--- src/rtl/dmwbc_pkg.sv ---
// shared types, constants and codes for the direct-mapped write-back cache
// no dependencies
`default_nettype none

package dmwbc_pkg;

    localparam int ADDR_W       = 16;
    localparam int DATA_W       = 32;
    localparam int COST_W       = 16;
    localparam int TIME_W       = 32;

    localparam int LINE_COUNT   = 256;
    localparam int BLOCK_BYTES  = 64;
    localparam int MEMORY_BYTES = 65536;
    localparam int WORD_BYTES   = 4;

    localparam int WPB       = BLOCK_BYTES / WORD_BYTES;
    localparam int WOFF_W    = $clog2(WPB);
    localparam int IDX_W     = $clog2(LINE_COUNT);
    localparam int BOFF_W    = $clog2(WORD_BYTES);
    localparam int MEM_WORDS = MEMORY_BYTES / WORD_BYTES;
    localparam int MEM_W     = $clog2(MEM_WORDS);
    localparam int TAG_W     = MEM_W - IDX_W - WOFF_W;
    localparam int DATA_AW   = IDX_W + WOFF_W;
    localparam int CNT_W     = WOFF_W + 1;

    typedef logic [1:0] t_cmd;
    localparam t_cmd CMD_READ  = 2'd0;
    localparam t_cmd CMD_WRITE = 2'd1;
    localparam t_cmd CMD_CLEAR = 2'd2;

    typedef logic [1:0] t_cfg_idx;
    localparam t_cfg_idx CFG_DRAM_RD = 2'd0;
    localparam t_cfg_idx CFG_DRAM_WR = 2'd1;
    localparam t_cfg_idx CFG_L1_RD   = 2'd2;
    localparam t_cfg_idx CFG_L1_WR   = 2'd3;

    typedef struct packed {
        logic [COST_W-1:0] dram_rd;
        logic [COST_W-1:0] dram_wr;
        logic [COST_W-1:0] l1_rd;
        logic [COST_W-1:0] l1_wr;
    } t_costs;

    typedef struct packed {
        logic             re;
        logic [IDX_W-1:0] raddr;
        logic             we;
        logic [IDX_W-1:0] waddr;
        logic [TAG_W-1:0] wtag;
        logic             wdirty;
    } t_tag_req;

    typedef struct packed {
        logic             valid;
        logic             dirty;
        logic [TAG_W-1:0] tag;
    } t_tag_rsp;

    typedef struct packed {
        logic               re;
        logic [DATA_AW-1:0] raddr;
        logic               we;
        logic [DATA_AW-1:0] waddr;
        logic [DATA_W-1:0]  wdata;
    } t_data_req;

    typedef struct packed {
        logic              re;
        logic [MEM_W-1:0]  raddr;
        logic              we;
        logic [MEM_W-1:0]  waddr;
        logic [DATA_W-1:0] wdata;
    } t_back_req;

endpackage

`default_nettype wire

--- src/rtl/dmwbc_tag_store.sv ---
// tag and dirty memory with per-line valid flops, registered read
// depends on dmwbc_pkg
`default_nettype none

module dmwbc_tag_store import dmwbc_pkg::*; (
    input  wire logic     i_clk,
    input  wire logic     i_rst_n,
    input  wire t_tag_req i_req,
    output t_tag_rsp      o_rsp
);

    logic [TAG_W:0]          r_mem [LINE_COUNT];
    logic [LINE_COUNT-1:0]   r_valid;
    logic [TAG_W:0]          r_rd_word;
    logic                    r_rd_valid;

    always_ff @(posedge i_clk) begin
        if (i_req.we) begin
            r_mem[i_req.waddr] <= {i_req.wdirty, i_req.wtag};
        end
        if (i_req.re) begin
            r_rd_word <= r_mem[i_req.raddr];
        end
    end

    always_ff @(posedge i_clk) begin
        if (!i_rst_n) begin
            r_valid    <= '0;
            r_rd_valid <= 1'b0;
        end else begin
            if (i_req.we) begin
                r_valid[i_req.waddr] <= 1'b1;
            end
            if (i_req.re) begin
                r_rd_valid <= r_valid[i_req.raddr];
            end
        end
    end

    assign o_rsp.valid = r_rd_valid;
    assign o_rsp.dirty = r_rd_word[TAG_W];
    assign o_rsp.tag   = r_rd_word[TAG_W-1:0];

endmodule

`default_nettype wire

--- config.mk ---
export PLATFORM = sky130hd
export DESIGN_NAME = dmwbc_tag_store
export DESIGN_NICKNAME = d
export VERILOG_FILES = /design/src/rtl/dmwbc_pkg.sv /design/src/rtl/dmwbc_tag_store.sv
export SDC_FILE = /design/constraint.sdc
export NUM_CORES = 1
export LEC_CHECK = 0
export ABC_AREA = 0
export ABC_CLOCK_PERIOD_IN_PS = 3000
export BUFFER_PORTS_ARGS = -buffer_cell sky130_fd_sc_hd__buf_2
export CAP_MARGIN = 20
export CORE_ASPECT_RATIO = 0.75
export CORE_MARGIN = 2
export CORE_UTILIZATION = 63
export CTS_CLUSTER_SIZE = 28
export DETAILED_ROUTE_END_ITERATION = 7
export GPL_ROUTABILITY_DRIVEN = 0
export PLACE_DENSITY = 0.78
export SLEW_MARGIN = 20
export SYNTH_ARGS = -nofsm -noshare
export SYNTH_HDL_FRONTEND = slang
export SYNTH_SLANG_ARGS = --single-unit
--- constraint.sdc ---
create_clock -name i_clk -period 3 [get_ports i_clk]
set_input_delay 0.6 -clock i_clk [delete_from_list [all_inputs] [get_ports i_clk]]
set_output_delay 0.6 -clock i_clk [all_outputs]
set_load 0.05 [all_outputs]
* Yosys cells after proc, flatten, opt, wreduce, memory -nomap -nowiden
Memories as Yosys holds them, arrays and structs flattened. A register that Yosys moved wholly into a read port is not among the register bits.
Index checks and enable logic that the tools add are counted.
** Operators by class
- $add $sub $neg :: 0
- $mul :: 0
- Divide/modulo/power cells :: 0
- Order comparisons :: 3
- Equality and inequality tests :: 0
- Shifts and indexed selects :: 0
- Mux-type cells :: 6
- Bitwise logic cells :: 1
- Reduce and logical (&&, ||, !) cells :: 1
** Operators by type and width (number)
- 256-bit bitwise OR :: 1
- 8-bit by 9-bit < comparator with 1-bit output (second input constant) :: 2
- 1-bit binary-select mux with 8-bit select :: 1
- 1-bit demux with 8-bit select :: 1
- 8-bit by 1-bit greater-or-equal comparator with 1-bit output (second input constant) :: 1
- 1-bit 2-to-1 mux :: 4
- 1-bit logical AND :: 1
** Storage, ports and cells
- Register bits :: 257
- Latch bits :: 0
- Bits in writable memories :: 768
- Memory bits (read-only) :: 0
- Input bits :: 23
- Output and inout bits :: 4
- Logic and storage cells :: 14
- Memories :: 1
** Memories
- r_mem :: words 256, width 3, read ports 1, clocked after Yosys merged registers in 1, wr ports 1, line dmwbc_tag_store.sv:12 : logic [TAG_W:0] r_mem [LINE_COUNT];

* Depth between registers and ports, before layout
- Word-level depth :: 5
- Gate-level depth with buffers :: 11
- Mapped depth without buffers :: 6

* Least setup slack after synthesis
Ideal clock, no wire load.
- Kind :: in2reg
- From :: input i_req[12] in the netlist's numbering
- To :: register r_rd_word[0] (read register of r_mem) (data pin)
- Setup time :: 0.273 ns
- Arrival :: 2.282 ns
- Data required time :: 2.727 ns
- Path slack :: 0.444 ns
- Cell stages on the path :: 8
- Path buffers :: 2
- Path through :: buf_6 buf_2 mux4_2 a22o_1 a221oi_1 o211ai_1 o311ai_0 nand4_1
** RTL lines
- from (decl) :: line dmwbc_tag_store.sv:8 : input wire t_tag_req i_req,
- to (decl) :: line dmwbc_tag_store.sv:14 : logic [TAG_W:0] r_rd_word;

==> impl_metrics.ini <==
[power_and_ir_drop]
finalPower_mw = 28.4
power_frac_clock_pct = 40.8
p_comb_share_pct = 5.3
switchingPower_mw = 6.00
power_density_nw_per_um2 = 631
p_seq_share_pct = 53.9
peakVddDrop_mv = 0.627
swShare_pct = 21.1
power.internal_mw = 22.4
power.leakage_nw = 14.6

[yosys]
ys_seq_area_share_pct = 70.6
netlist_area_um2 = 40100
synthesis.nets = 2336
synth_top_area_cell = edfxtp_1
synth_edf_count = 771
synth_top_area_share_pct = 57.8
syn_avg_cell_area_um2 = 17.3
yosysWarningCount = 0
ys_top_cells_by_area = edfxtp_1, mux4_2, dfxtp_1, o21a_1, nor2_1
ys_ff_latch = 1028
synthDistinctLibCells = 51
synthFlopType = edfxtp_1
synth_cells = 2313
async_reset_ff_share_pct = 0

[route]
viasPerCell = 6.84
routed-via-count = 23100
avgRoutedWirePerCell_um = 28.9
drtIter0Drc = 3596
drtAntennaViolNets = 0
first_pass_iters = 6
drc = 0
wirelength_um = 97300

[timing]
finalCriticalPeriod_ns = 2.79
fmax_mhz = 359
final_max_slew_viol_count = 0
period_share_pct = 92.9
hold_violations = 0
rsz0062_at_grt = false
skew_ns = 0.0109
timing.final.ws_setup_ns = 0.212
setup_tns_ns = 0
slew_headroom_pct = 40.7
setup_viol = 0
max_slew.worst_pin.slew_ns = 0.890

[global_routing]
grt_pass1_vias = 23000
grt_max_degree = 124
grt_usage_pct = 30.3
grt_pass1_wl_um = 145000
overflow = 0
antenna_found_initial = 4

[die]
rows = 80
dieWidth_um = 295
die_h_um = 222
coreArea_um2 = 63300
ios = 27
dieArea_um2 = 65600
start_util_pct = 63.3

[setup_path]
crit_path_start_kind = primary input
path_max_fanout = 18
arrival_ns = 3.17
criticalPathCategory = in -> reg
cp-end-kind = register
critPathRequiredTime_ns = 3.38

[cts]
clock_sinks = 1028
clock_latency_ns = 0.66
clk_pin_slew_ns = 0.06
cts_hold_buffers = 0
htree_levels = 3
clock-root-buffer = clkbuf_16
cts_tree = yes
numCtsBuffers = 92
cts_buffer_depth = 3
postCtsSetupRepairBufs = 0
post_cts_resized = 0

[min_path]
hp-class = in -> reg

[finish]
finalInstanceArea_um2 = 45100
final_core_util_pct = 71.3
fill_cells = 3825
syn_to_final_growth_pct = 12.6
finalNetCount = 2455
layout-drive-gt1-share_pct = 23.0

[placement]
place.detailed.hpwl_um = 63400
io_buffers = 26
place_area_um2 = 42100
pre_cts_ws_ns = -0.367

[flow_run]
drv_cap = 0

[outcome]
outcome = finished clean
==> registers in the layout (all words and copies together) (netlist names) <==
signal / count
r_mem: 768
r_rd_word: 3
r_rd_valid: 1
r_valid: 256
==> metal layers <==
| metal | routed length [um] | track usage (%) |
|---|---|---|
| met2 | 43700 | 44.3 |
| met3 | 11900 | 8.22 |
| met1 | 38400 | 45.0 |
| met4 | 3370 | 10.1 |
| met5 | 7 | 0 |
==> cells by family (layout without fill, tap and decap cells) <==
kind of cell | count (synthesis) | count (layout) | synth area share [%]
other | 0 | 2 | 0
multiplexers | 272 | 272 | 14.5
flip-flops | 1028 | 1028 | 70.6
AO/OA/AOI/OAI | 458 | 458 | 8.59
buffers and inverters | 176 | 373 | 2.32
AND/OR/NAND/NOR | 379 | 379 | 3.97
==> metrics by stage <==
step | cells | hold slack [ns]
floorplan | 2313 | 0.435
global placement | 3199 | 0.441
detailed placement | 3199 | 0.448
CTS | 3371 | 0.278
global route | 3371 | 0.292
finish | 3373 | 0.299
==> cell usage after synthesis (4+ instances only) <==
| master | instances |
|---|---|
| o21ai_1 | 12 |
| buf_6 | 18 |
| a221oi_1 | 11 |
| o311ai_0 | 4 |
| o221ai_1 | 6 |
| nand2_1 | 36 |
| o22ai_1 | 4 |
| nor2_1 | 267 |
| a22oi_1 | 50 |
| nor2b_1 | 17 |
| o21a_1 | 256 |
| nand4_1 | 19 |
| mux4_2 | 246 |
| edfxtp_1 | 771 |
| a21boi_0 | 6 |
| buf_4 | 9 |
| buf_2 | 28 |
| nand3_1 | 27 |
| dfxtp_1 | 257 |
| mux2i_1 | 25 |
| o21ai_0 | 6 |
| a21oi_1 | 22 |
| a22o_1 | 44 |
| o311ai_1 | 5 |
| buf_1 | 5 |
| o211ai_1 | 14 |
| clkbuf_1 | 108 |
==> placed cells by master (no fill, tap or decap), types with 27 or more instances in the layout <==
| cell type | synthesis | layout |
|---|---|---|
| a22o_1 | 44 | 44 |
| a22oi_1 | 50 | 50 |
| buf_12 | 2 | 34 |
| buf_4 | 9 | 138 |
| clkbuf_1 | 108 | 34 |
| clkbuf_16 | 0 | 97 |
| dfxtp_1 | 257 | 257 |
| edfxtp_1 | 771 | 771 |
| mux4_2 | 246 | 246 |
| nand2_1 | 36 | 36 |
| nand3_1 | 27 | 27 |
| nor2_1 | 267 | 266 |
| o21a_1 | 256 | 256 |
==> critical path: stages <==
cell,delay (ns)
buf_8,0.18
buf_12,0.25
buf_4,0.19
mux4_2,0.49
a22oi_1,0.24
a21boi_0,0.21
o311ai_0,0.65
buf_4,0.23
nand4_1,0.09
==> path summary, 6_finish.rpt <==
check,slack [ns],startpoint,to,depth (start not counted)
setup / recovery,0.21,i_req[12],r_rd_word[2],9
hold / removal,0.30,i_req[2],r_mem[73][1],1
setup reg to reg,0.38,r_mem[119][2],r_rd_word[2],6
hold reg to reg,0.46,r_valid[42],r_valid[42],1
==> layout make-up <==
type | count | area (um2) | area share (%)
Antenna cell | 2 | 5.00 | 0.0111
Clock buffer | 139 | 2670 | 5.91
Clock inverter | 33 | 288 | 0.638
Inverter | 3 | 11.3 | 0.0250
Multi-Input combinational cell | 1109 | 10900 | 24.1
Sequential cell | 1028 | 28300 | 62.8
Tap cell | 861 | 1080 | 2.39
Timing Repair Buffer | 198 | 1890 | 4.20
==> power by group through the flow <==
stage	clock, mW	combinational, mW	sequential, mW
4_1_cts	11.7	1.49	15.3
6_report	11.6	1.51	15.3
2_1_floorplan	0	0.817	15.6
5_1_grt	12.2	1.58	15.3
3_3_place_gp	0	1.45	15.6
3_5_place_dp	0	1.49	15.6
Note: power is estimated with default switching activity, not from simulation.
