$ cat config.mk
export PLATFORM = sky130hd
export DESIGN_NAME = dmwbc_ctrl
export DESIGN_NICKNAME = d
export VERILOG_FILES = /design/src/rtl/dmwbc_pkg.sv /design/src/rtl/dmwbc_ctrl.sv
export SDC_FILE = /design/constraint.sdc
export NUM_CORES = 1
export LEC_CHECK = 0
export BUFFER_PORTS_ARGS = -buffer_cell sky130_fd_sc_hd__buf_2
export CORE_ASPECT_RATIO = 2
export CORE_UTILIZATION = 29
export DETAILED_ROUTE_END_ITERATION = 7
export GPL_TIMING_DRIVEN = 0
export PLACE_DENSITY = 0.6
export SETUP_SLACK_MARGIN = 0.4
export SKIP_CTS_REPAIR_TIMING = 1
export SYNTH_ARGS = -nofsm -noshare
export SYNTH_HDL_FRONTEND = slang
export SYNTH_SLANG_ARGS = --single-unit
$ cat constraint.sdc
create_clock -name i_clk -period 4.9 [get_ports i_clk]
set_input_delay 0.49 -clock i_clk [delete_from_list [all_inputs] [get_ports i_clk]]
set_output_delay 0.49 -clock i_clk [all_outputs]
set_load 0.02 [all_outputs]
$ cat src/rtl/dmwbc_pkg.sv
// shared types, constants and codes for the direct-mapped write-back cache
// no dependencies
`default_nettype none

package dmwbc_pkg;

    localparam int ADDR_W       = 16;
    localparam int DATA_W       = 32;
    localparam int COST_W       = 16;
    localparam int TIME_W       = 32;

    localparam int LINE_COUNT   = 256;
    localparam int BLOCK_BYTES  = 64;
    localparam int MEMORY_BYTES = 65536;
    localparam int WORD_BYTES   = 4;

    localparam int WPB       = BLOCK_BYTES / WORD_BYTES;
    localparam int WOFF_W    = $clog2(WPB);
    localparam int IDX_W     = $clog2(LINE_COUNT);
    localparam int BOFF_W    = $clog2(WORD_BYTES);
    localparam int MEM_WORDS = MEMORY_BYTES / WORD_BYTES;
    localparam int MEM_W     = $clog2(MEM_WORDS);
    localparam int TAG_W     = MEM_W - IDX_W - WOFF_W;
    localparam int DATA_AW   = IDX_W + WOFF_W;
    localparam int CNT_W     = WOFF_W + 1;

    typedef logic [1:0] t_cmd;
    localparam t_cmd CMD_READ  = 2'd0;
    localparam t_cmd CMD_WRITE = 2'd1;
    localparam t_cmd CMD_CLEAR = 2'd2;

    typedef logic [1:0] t_cfg_idx;
    localparam t_cfg_idx CFG_DRAM_RD = 2'd0;
    localparam t_cfg_idx CFG_DRAM_WR = 2'd1;
    localparam t_cfg_idx CFG_L1_RD   = 2'd2;
    localparam t_cfg_idx CFG_L1_WR   = 2'd3;

    typedef struct packed {
        logic [COST_W-1:0] dram_rd;
        logic [COST_W-1:0] dram_wr;
        logic [COST_W-1:0] l1_rd;
        logic [COST_W-1:0] l1_wr;
    } t_costs;

    typedef struct packed {
        logic             re;
        logic [IDX_W-1:0] raddr;
        logic             we;
        logic [IDX_W-1:0] waddr;
        logic [TAG_W-1:0] wtag;
        logic             wdirty;
    } t_tag_req;

    typedef struct packed {
        logic             valid;
        logic             dirty;
        logic [TAG_W-1:0] tag;
    } t_tag_rsp;

    typedef struct packed {
        logic               re;
        logic [DATA_AW-1:0] raddr;
        logic               we;
        logic [DATA_AW-1:0] waddr;
        logic [DATA_W-1:0]  wdata;
    } t_data_req;

    typedef struct packed {
        logic              re;
        logic [MEM_W-1:0]  raddr;
        logic              we;
        logic [MEM_W-1:0]  waddr;
        logic [DATA_W-1:0] wdata;
    } t_back_req;

endpackage

`default_nettype wire

$ cat src/rtl/dmwbc_ctrl.sv
// access sequencer: lookup, victim write-back, block fill, time counter, result register
// depends on dmwbc_pkg; drives the tag, data and backing memories
`default_nettype none

module dmwbc_ctrl import dmwbc_pkg::*; (
    input  wire logic              i_clk,
    input  wire logic              i_rst_n,
    input  wire t_costs            i_costs,
    input  wire logic              i_busy,
    input  wire logic              i_in_valid,
    output logic                   o_in_ready,
    input  wire logic [1:0]        i_command,
    input  wire logic [ADDR_W-1:0] i_address,
    input  wire logic [DATA_W-1:0] i_write_data,
    output logic                   o_out_valid,
    input  wire logic              i_out_ready,
    output logic [DATA_W-1:0]      o_read_data,
    output logic                   o_hit,
    output logic                   o_wrote_back,
    output logic [TIME_W-1:0]      o_elapsed_time,
    output t_tag_req               o_tag_req,
    input  wire t_tag_rsp          i_tag_rsp,
    output t_data_req              o_data_req,
    input  wire logic [DATA_W-1:0] i_data_rdata,
    output t_back_req              o_back_req,
    input  wire logic [DATA_W-1:0] i_back_rdata
);

    localparam logic [2:0] S_IDLE   = 3'd0;
    localparam logic [2:0] S_LOOKUP = 3'd1;
    localparam logic [2:0] S_WB     = 3'd2;
    localparam logic [2:0] S_FILL   = 3'd3;
    localparam logic [2:0] S_RESP   = 3'd4;

    logic [2:0]        r_state, n_state;
    logic [CNT_W-1:0]  r_cnt;
    logic              r_pend;
    logic [WOFF_W-1:0] r_pcnt;
    logic [TIME_W-1:0] r_time;
    logic              r_out_valid;

    t_cmd              r_cmd;
    logic [IDX_W-1:0]  r_idx;
    logic [TAG_W-1:0]  r_tag;
    logic [TAG_W-1:0]  r_vtag;
    logic [WOFF_W-1:0] r_woff;
    logic [DATA_W-1:0] r_wdata;
    logic [DATA_W-1:0] r_rdata;
    logic              r_hit;
    logic              r_wb;

    logic [DATA_W-1:0] r_out_rdata;
    logic              r_out_hit;
    logic              r_out_wb;
    logic [TIME_W-1:0] r_out_time;

    logic              w_accept;
    logic              w_mem_cmd;
    logic              w_hit;
    logic              w_out_free;
    logic              w_cnt_done;
    logic [WOFF_W-1:0] w_in_woff;
    logic [IDX_W-1:0]  w_in_idx;
    logic [TAG_W-1:0]  w_in_tag;
    logic [COST_W-1:0] w_l1_cost;

    assign o_in_ready = (r_state == S_IDLE) && !i_busy;
    assign w_accept   = i_in_valid && o_in_ready;
    assign w_mem_cmd  = (i_command == CMD_READ) || (i_command == CMD_WRITE);
    assign w_hit      = i_tag_rsp.valid && (i_tag_rsp.tag == r_tag);
    assign w_out_free = !r_out_valid || i_out_ready;
    assign w_cnt_done = r_cnt[WOFF_W];
    assign w_l1_cost  = (r_cmd == CMD_WRITE) ? i_costs.l1_wr : i_costs.l1_rd;

    assign w_in_woff = i_address[BOFF_W +: WOFF_W];
    assign w_in_idx  = i_address[BOFF_W + WOFF_W +: IDX_W];
    assign w_in_tag  = i_address[BOFF_W + WOFF_W + IDX_W +: TAG_W];

    always_comb begin
        n_state = r_state;
        unique case (r_state)
            S_IDLE: begin
                if (w_accept) begin
                    n_state = w_mem_cmd ? S_LOOKUP : S_RESP;
                end
            end
            S_LOOKUP: begin
                if (w_hit) begin
                    n_state = S_RESP;
                end else if (i_tag_rsp.valid && i_tag_rsp.dirty) begin
                    n_state = S_WB;
                end else begin
                    n_state = S_FILL;
                end
            end
            S_WB: begin
                if (w_cnt_done) begin
                    n_state = S_FILL;
                end
            end
            S_FILL: begin
                if (w_cnt_done) begin
                    n_state = S_RESP;
                end
            end
            S_RESP: begin
                if (w_out_free) begin
                    n_state = S_IDLE;
                end
            end
            default: n_state = S_IDLE;
        endcase
    end

    // memory requests
    always_comb begin
        o_tag_req  = '0;
        o_data_req = '0;
        o_back_req = '0;
        unique case (r_state)
            S_IDLE: begin
                if (w_accept && w_mem_cmd) begin
                    o_tag_req.re     = 1'b1;
                    o_tag_req.raddr  = w_in_idx;
                    o_data_req.re    = 1'b1;
                    o_data_req.raddr = {w_in_idx, w_in_woff};
                end
            end
            S_LOOKUP: begin
                if (w_hit && (r_cmd == CMD_WRITE)) begin
                    o_data_req.we    = 1'b1;
                    o_data_req.waddr = {r_idx, r_woff};
                    o_data_req.wdata = r_wdata;
                    o_tag_req.we     = 1'b1;
                    o_tag_req.waddr  = r_idx;
                    o_tag_req.wtag   = r_tag;
                    o_tag_req.wdirty = 1'b1;
                end
            end
            S_WB: begin
                if (!w_cnt_done) begin
                    o_data_req.re    = 1'b1;
                    o_data_req.raddr = {r_idx, r_cnt[WOFF_W-1:0]};
                end
                if (r_pend) begin
                    o_back_req.we    = 1'b1;
                    o_back_req.waddr = {r_vtag, r_idx, r_pcnt};
                    o_back_req.wdata = i_data_rdata;
                end
            end
            S_FILL: begin
                if (!w_cnt_done) begin
                    o_back_req.re    = 1'b1;
                    o_back_req.raddr = {r_tag, r_idx, r_cnt[WOFF_W-1:0]};
                end
                if (r_pend) begin
                    o_data_req.we    = 1'b1;
                    o_data_req.waddr = {r_idx, r_pcnt};
                    // the word being written lands in place of the fetched one
                    o_data_req.wdata = ((r_pcnt == r_woff) && (r_cmd == CMD_WRITE))
                                       ? r_wdata : i_back_rdata;
                end
                if (w_cnt_done) begin
                    o_tag_req.we     = 1'b1;
                    o_tag_req.waddr  = r_idx;
                    o_tag_req.wtag   = r_tag;
                    o_tag_req.wdirty = (r_cmd == CMD_WRITE);
                end
            end
            S_RESP: begin
            end
            default: begin
            end
        endcase
    end

    always_ff @(posedge i_clk) begin
        if (!i_rst_n) begin
            r_state     <= S_IDLE;
            r_cnt       <= '0;
            r_pend      <= 1'b0;
            r_time      <= '0;
            r_out_valid <= 1'b0;
        end else begin
            r_state <= n_state;
            if ((r_state == S_RESP) && w_out_free) begin
                r_out_valid <= 1'b1;
            end else if (i_out_ready) begin
                r_out_valid <= 1'b0;
            end
            unique case (r_state)
                S_IDLE: begin
                    if (w_accept && (i_command == CMD_CLEAR)) begin
                        r_time <= '0;
                    end
                end
                S_LOOKUP: begin
                    r_cnt  <= '0;
                    r_pend <= 1'b0;
                    if (w_hit) begin
                        r_time <= r_time + TIME_W'(w_l1_cost);
                    end else begin
                        r_time <= r_time + TIME_W'(i_costs.dram_rd);
                    end
                end
                S_WB: begin
                    if (!w_cnt_done) begin
                        r_cnt  <= r_cnt + 1'b1;
                        r_pend <= 1'b1;
                    end else begin
                        r_cnt  <= '0;
                        r_pend <= 1'b0;
                        r_time <= r_time + TIME_W'(i_costs.dram_wr);
                    end
                end
                S_FILL: begin
                    if (!w_cnt_done) begin
                        r_cnt  <= r_cnt + 1'b1;
                        r_pend <= 1'b1;
                    end else begin
                        r_cnt  <= '0;
                        r_pend <= 1'b0;
                        r_time <= r_time + TIME_W'(w_l1_cost);
                    end
                end
                S_RESP: begin
                end
                default: begin
                end
            endcase
        end
    end

    always_ff @(posedge i_clk) begin
        r_pcnt <= r_cnt[WOFF_W-1:0];
        unique case (r_state)
            S_IDLE: begin
                if (w_accept) begin
                    r_cmd   <= i_command;
                    r_idx   <= w_in_idx;
                    r_tag   <= w_in_tag;
                    r_woff  <= w_in_woff;
                    r_wdata <= i_write_data;
                    r_rdata <= '0;
                    r_hit   <= 1'b0;
                    r_wb    <= 1'b0;
                end
            end
            S_LOOKUP: begin
                r_vtag <= i_tag_rsp.tag;
                if (w_hit) begin
                    r_hit <= 1'b1;
                    if (r_cmd == CMD_READ) begin
                        r_rdata <= i_data_rdata;
                    end
                end else if (i_tag_rsp.valid && i_tag_rsp.dirty) begin
                    r_wb <= 1'b1;
                end
            end
            S_FILL: begin
                if (r_pend && (r_pcnt == r_woff) && (r_cmd == CMD_READ)) begin
                    r_rdata <= i_back_rdata;
                end
            end
            S_RESP: begin
                if (w_out_free) begin
                    r_out_rdata <= r_rdata;
                    r_out_hit   <= r_hit;
                    r_out_wb    <= r_wb;
                    r_out_time  <= r_time;
                end
            end
            default: begin
            end
        endcase
    end

    assign o_out_valid    = r_out_valid;
    assign o_read_data    = r_out_rdata;
    assign o_hit          = r_out_hit;
    assign o_wrote_back   = r_out_wb;
    assign o_elapsed_time = r_out_time;

    a_hit_no_wb: assert property (@(posedge i_clk) disable iff (!i_rst_n)
        (r_state == S_RESP) |-> !(r_hit && r_wb))
        else $error("write-back reported on a hit");

    a_resp_holds: assert property (@(posedge i_clk) disable iff (!i_rst_n)
        (r_state == S_RESP && r_out_valid && !i_out_ready) |=>
        (r_state == S_RESP && r_out_valid))
        else $error("result register overwritten while stalled");

    a_pend_scope: assert property (@(posedge i_clk) disable iff (!i_rst_n)
        r_pend |-> (r_state == S_WB || r_state == S_FILL))
        else $error("pending word outside block transfer");

    a_fill_ends: assert property (@(posedge i_clk) disable iff (!i_rst_n)
        (r_state == S_FILL && w_cnt_done) |=> (r_state == S_RESP))
        else $error("fill did not finish into response");

    a_no_accept_busy: assert property (@(posedge i_clk) disable iff (!i_rst_n)
        w_accept |-> !i_busy)
        else $error("item taken during memory clear");

endmodule

`default_nettype wire

After elaboration in Yosys (flattened, before gate mapping)
Index checks and enable logic that the tools add are counted.
- output and inout port bits: 209
- register bits: 196
- input port bits: 187
- word-level logic and storage cells: 120
- equal/unequal tests: 19
- add/sub/neg operators: 4
- muxes and demuxes: 47
- reduce and logical (&&, ||, !) cells: 31
- operator list (operator ; count):
    2-to-1 mux 32 bit ; 9
    one-hot mux 32 bit (4 select lines) ; 1
    adder 32 x 16 -> 32 bit ; 3
    one-hot mux 32 bit (3 select lines) ; 1
    2-to-1 mux 47 bit ; 2
    2-to-1 mux 45 bit ; 2
    one-hot mux 45 bit (2 select lines) ; 1
    2-to-1 mux 15 bit ; 2
    2-to-1 mux 13 bit ; 2
    one-hot mux 13 bit (2 select lines) ; 1
    2-to-1 mux 12 bit ; 2
    one-hot mux 12 bit (2 select lines) ; 1
    2-to-1 mux 3 bit ; 6
    2-to-1 mux 9 bit ; 2
    inequality test 2 bit (second input constant) ; 9
    2-to-1 mux 16 bit ; 1
    one-hot mux 3 bit (5 select lines) ; 1
    AND reduction 4 bit ; 3
    logical AND 1 bit ; 11
    one-hot mux 5 bit (2 select lines) ; 1
    2-to-1 mux 1 bit ; 8
    == test 3 x 2 -> 1 bit (second input constant) ; 2
    one-hot mux 1 bit (2 select lines) ; 3
    nonzero test 2 bit ; 3
    other kinds (19) ; 24

Longest topological paths before layout
- word-level depth: 6
- gate-level depth with buffers: 13
- mapped depth without buffers: 12

Least setup slack after synthesis
OpenSTA, ideal clock, no wires.
- path kind: register to register
- start: register r_cmd[0]
- end: register r_time[21]
- setup time: 0.117 ns
- stages on the path, launching flop included: 14
- slack: 1.415 ns
- required time: 4.783 ns
- clock period less this slack: 3.485 ns
- data arrival time: 3.368 ns
- path buffers: 2
- cells stage by stage: edfxtp_1 nand2b_1 clkbuf_1 buf_1 mux2_2 ha_1 a21oi_1 o211ai_1 a221oi_2 a31oi_1 o21ai_2 o22a_1 o31ai_1 a22o_1
- longest elaborated chain between the ends: 5
- elaborated cells on any way between the ends: 6
- classes of those cells: add/sub (1); eq/ne (1); mux (4)
- RTL lines (what ; RTL line ; RTL):
    start, declared ; dmwbc_ctrl.sv:42 ; t_cmd r_cmd;
    start signal, assigned ; dmwbc_ctrl.sv:239 ; r_cmd <= i_command;
    == test 2 x 1 -> 1 bit * ; dmwbc_ctrl.sv:73 ; assign w_l1_cost = (r_cmd == CMD_WRITE) ? i_costs.l1_wr : i_costs.l1_rd;
    2-to-1 mux 16 bit * ; dmwbc_ctrl.sv:73 ;
    adder 32 x 16 -> 32 bit * ; dmwbc_ctrl.sv:201, dmwbc_ctrl.sv:223 ;
    2-to-1 mux 32 bit (on tied branches) ; dmwbc_ctrl.sv:217, dmwbc_ctrl.sv:200 ;
    one-hot mux 32 bit (4 select lines) * ; dmwbc_ctrl.sv:191 ; unique case (r_state)
    end signal, assigned ; dmwbc_ctrl.sv:201 ; r_time <= r_time + TIME_W'(w_l1_cost);
    end signal, assigned ; dmwbc_ctrl.sv:203 ; r_time <= r_time + TIME_W'(i_costs.dram_rd);
    end signal, assigned ; dmwbc_ctrl.sv:223 ; r_time <= r_time + TIME_W'(w_l1_cost);
    end, declared ; dmwbc_ctrl.sv:39 ; logic [TIME_W-1:0] r_time;
Mark *: on every way between the ends. The rest lies on a longest branch, timed or not. The select of a mux whose other input is x is not followed.
A chain may end at the register's enable or synchronous reset.

Final worst setup path
Ends and elaborated chain as after synthesis.

==> impl_results.md <==
* Status: finished clean
* TritonCTS Buffers at 17
* Unrepaired setup endpoints after global routing: no
* First drt pass iteration count at 6
* Final Skew at 18.2 ps
* MaxCap Viol Count at 0
* Clock power share at 36.3%
* Die height at 284 µm
* Initial DRC count at 731
* WHS at 196 ps
* P_leak at 0.00640 µW
* Die W at 143 µm
* Worst Setup Start Kind: flip-flop
* Die Footprint at 40500 µm²
* Vias in the first global route at 10.9k
* Worst-Skew Late Latency at 460 ps
* Area added between synthesis and finish at 28.6%
* Post-synth top area cell: edfxtp_1
* Yosys reg bits at 196
* Fmax at 239 MHz
* Io pins at 396
* Vias at 11.0k
* Main synth FF type: edfxtp_1
* Largest net degree at the start of global routing at 48
* Part of the power in registers at 47.8%
* Design Area, Final at 14800 µm²
* Sw frac at 30.3%
* Mapped Area at 11500 µm²
* Critical path capture point type: flip-flop
* Final GP Congestion at 0.907
* Synth cell count leaders: edfxtp_1 (150), nor2_1 (92), nand2_1 (82), a21oi_1 (71), and3_1 (56)
* Routed WL at 48200 µm
* EDFF count, synth at 150
* Initial core utilization at 29.6%
* First-pass GRT wire length at 68600 µm
* Slew headroom at 29.4%
* Async SR Flop Fraction at 0%
* Non-Filler Instances at 2059
* Crit path max fanout at 10
* CTS H-tree lvls at 4
* Avg Inst Size Synth at 10.4 µm²
* Synth top area cells: edfxtp_1 (39%), dfxtp_1 (8.0%), ha_1 (5.8%)
* Register area share after synthesis at 47.1%
* Count of final setup violators at 0
* Comb pwr share at 15.9%
* Clk sink count at 196
* Tmin final at 4190 ps
* Final Hold Vio Count at 0
* DP HPWL at 38500 µm
* Max IR drop VDD at 0.000270 V
* Most common cell in the netlist: edfxtp_1
* Gr usage total at 23.5%
* Tot Pwr at 4000 µW
* CTS tree: built
* Dpl cells at 2023
* GRT overflow at 0
* Synth Instances at 1108
* Finished Core Util at 38.0%
* Synth warn at 0
* Net count after synthesis at 1351
* Initial antenna violation count at 5
* Post-route DRC at 0
* Final Cycle Share at 85.5%
* Layout net count at 1765
* Port bufs at 393
* Antenna Nets Post-Route at 0
* NetSw at 1210 µW
* # rows at 102
* Max-slew violations at 0
* Clk slew on worst S/H paths at 90 ps
* WP data arrival at 4540 ps
* CTS Buffer Depth at 2
* Int Power at 2780 µW
* Hold Crit Class: primary input to flip-flop
* Worst slew pin tran at 1060 ps
* Via density at 5.33
* PD cells at 270 nW/µm²
* Per-cell routed wire length at 23.4 µm
* Share of post-route cells with drive strength above 1 at 31.5%
* Core area at 38900 µm²
* Area after DPL at 14200 µm²
* Synth unique cells at 76
* Worst Setup Path Type: flip-flop to flip-flop
* Worst Path Required at 5250 ps
* Post-synth top area share at 39.1%
* CTS root buf: clkbuf_16
==> worst max-delay path, stage by stage (launching register included) <==
cell      delay (ps)
edfxtp_1         390
nand2b_1         120
clkbuf_2         300
clkbuf_2         450
mux2_2           420
ha_1             330
a21oi_1          230
o211ai_1         140
a221oi_2         540
a31oi_1          290
o21ai_2          380
o22a_1           200
o31ai_1           60
a22o_1           240
==> placed cells by master, fill, tap and decap left out, types with 10 or more instances in the layout <==
cell / instances
nand2_1: 82
dfxtp_1: 46
nor3_1: 14
edfxtp_1: 150
o21ai_1: 18
and3_1: 55
xnor2_1: 26
nand3_1: 20
nor2b_1: 12
o21ai_0: 43
mux2_2: 16
clkbuf_16: 17
a21oi_1: 71
o21a_1: 10
clkbuf_1: 43
buf_2: 403
a21o_1: 17
nor2_1: 92
a31oi_1: 14
a22o_1: 35
mux2i_1: 38
ha_1: 53
xor2_1: 17
o211ai_1: 12
and2_1: 51
==> power groups by stage <==
| stage | sequential, µW | clock, µW | combinational (µW) |
|---|---|---|---|
| after global routing | 1920 | 1540 | 684 |
| final | 1910 | 1450 | 636 |
| after detailed placement | 1950 | 0 | 635 |
| after global placement | 1950 | 0 | 622 |
| after CTS | 1910 | 1490 | 638 |
| after floorplan | 1960 | 0 | 326 |
==> final cells by class <==
type / count / area, µm²
Antenna cell: 4 / 10.0
Buffer: 60 / 240
Fill cell: 3939 / 24100
Inverter: 6 / 22.5
Multi-Input combinational cell: 846 / 5830
Sequential cell: 196 / 5430
Clock inverter: 15 / 180
Clock buffer: 17 / 425
Timing Repair Buffer: 395 / 2010
Tap cell: 520 / 651
==> worst paths after layout <==
kind | from | end | slack (ps) | depth (start not counted)
worst min-delay path | i_address[15] | r_tag[1] | 200 | 1
worst max-delay path | r_cmd[0] | r_time[21] | 710 | 13
worst min register to register | r_rdata[26] | o_read_data[26] | 420 | 0
worst max register to register | r_cmd[0] | r_time[21] | 710 | 13
==> cell families after synthesis <==
group | Yosys count | share of synthesized area (%)
buffers and inverters | 66 | 2.26
muxes | 55 | 4.97
AOI/OAI and AO/OA | 324 | 20.0
xor gates and xnor gates | 43 | 3.27
and+or+nand+nor | 368 | 16.1
adders and majority gates | 56 | 6.28
DFF | 196 | 47.1
==> flip-flops by register name, indices dropped and copies added (netlist names), 5 cells and up <==
signal	count
o_elapsed_time	32
r_time	32
r_cnt	5
r_idx	8
r_rdata	32
r_wdata	32
o_read_data	32
==> routing by layer <==
metal	wire, µm	GRT usage, %	share of wire [%]
met2	26800	45.7	56
met3	2330	3.58	4.8
met5	15	0	0.031
met4	2530	14.2	5.3
met1	16500	22.6	34
==> metrics by stage <==
stage	setup TNS, ps	setup slack (ps)
3_5_place_dp	0	62.5
4_1_cts	0	73.4
5_1_grt	0	467
3_3_place_gp	-464	-21.3
6_report	0	712
2_1_floorplan	0	1420
(Power assumes the default switching activity.)
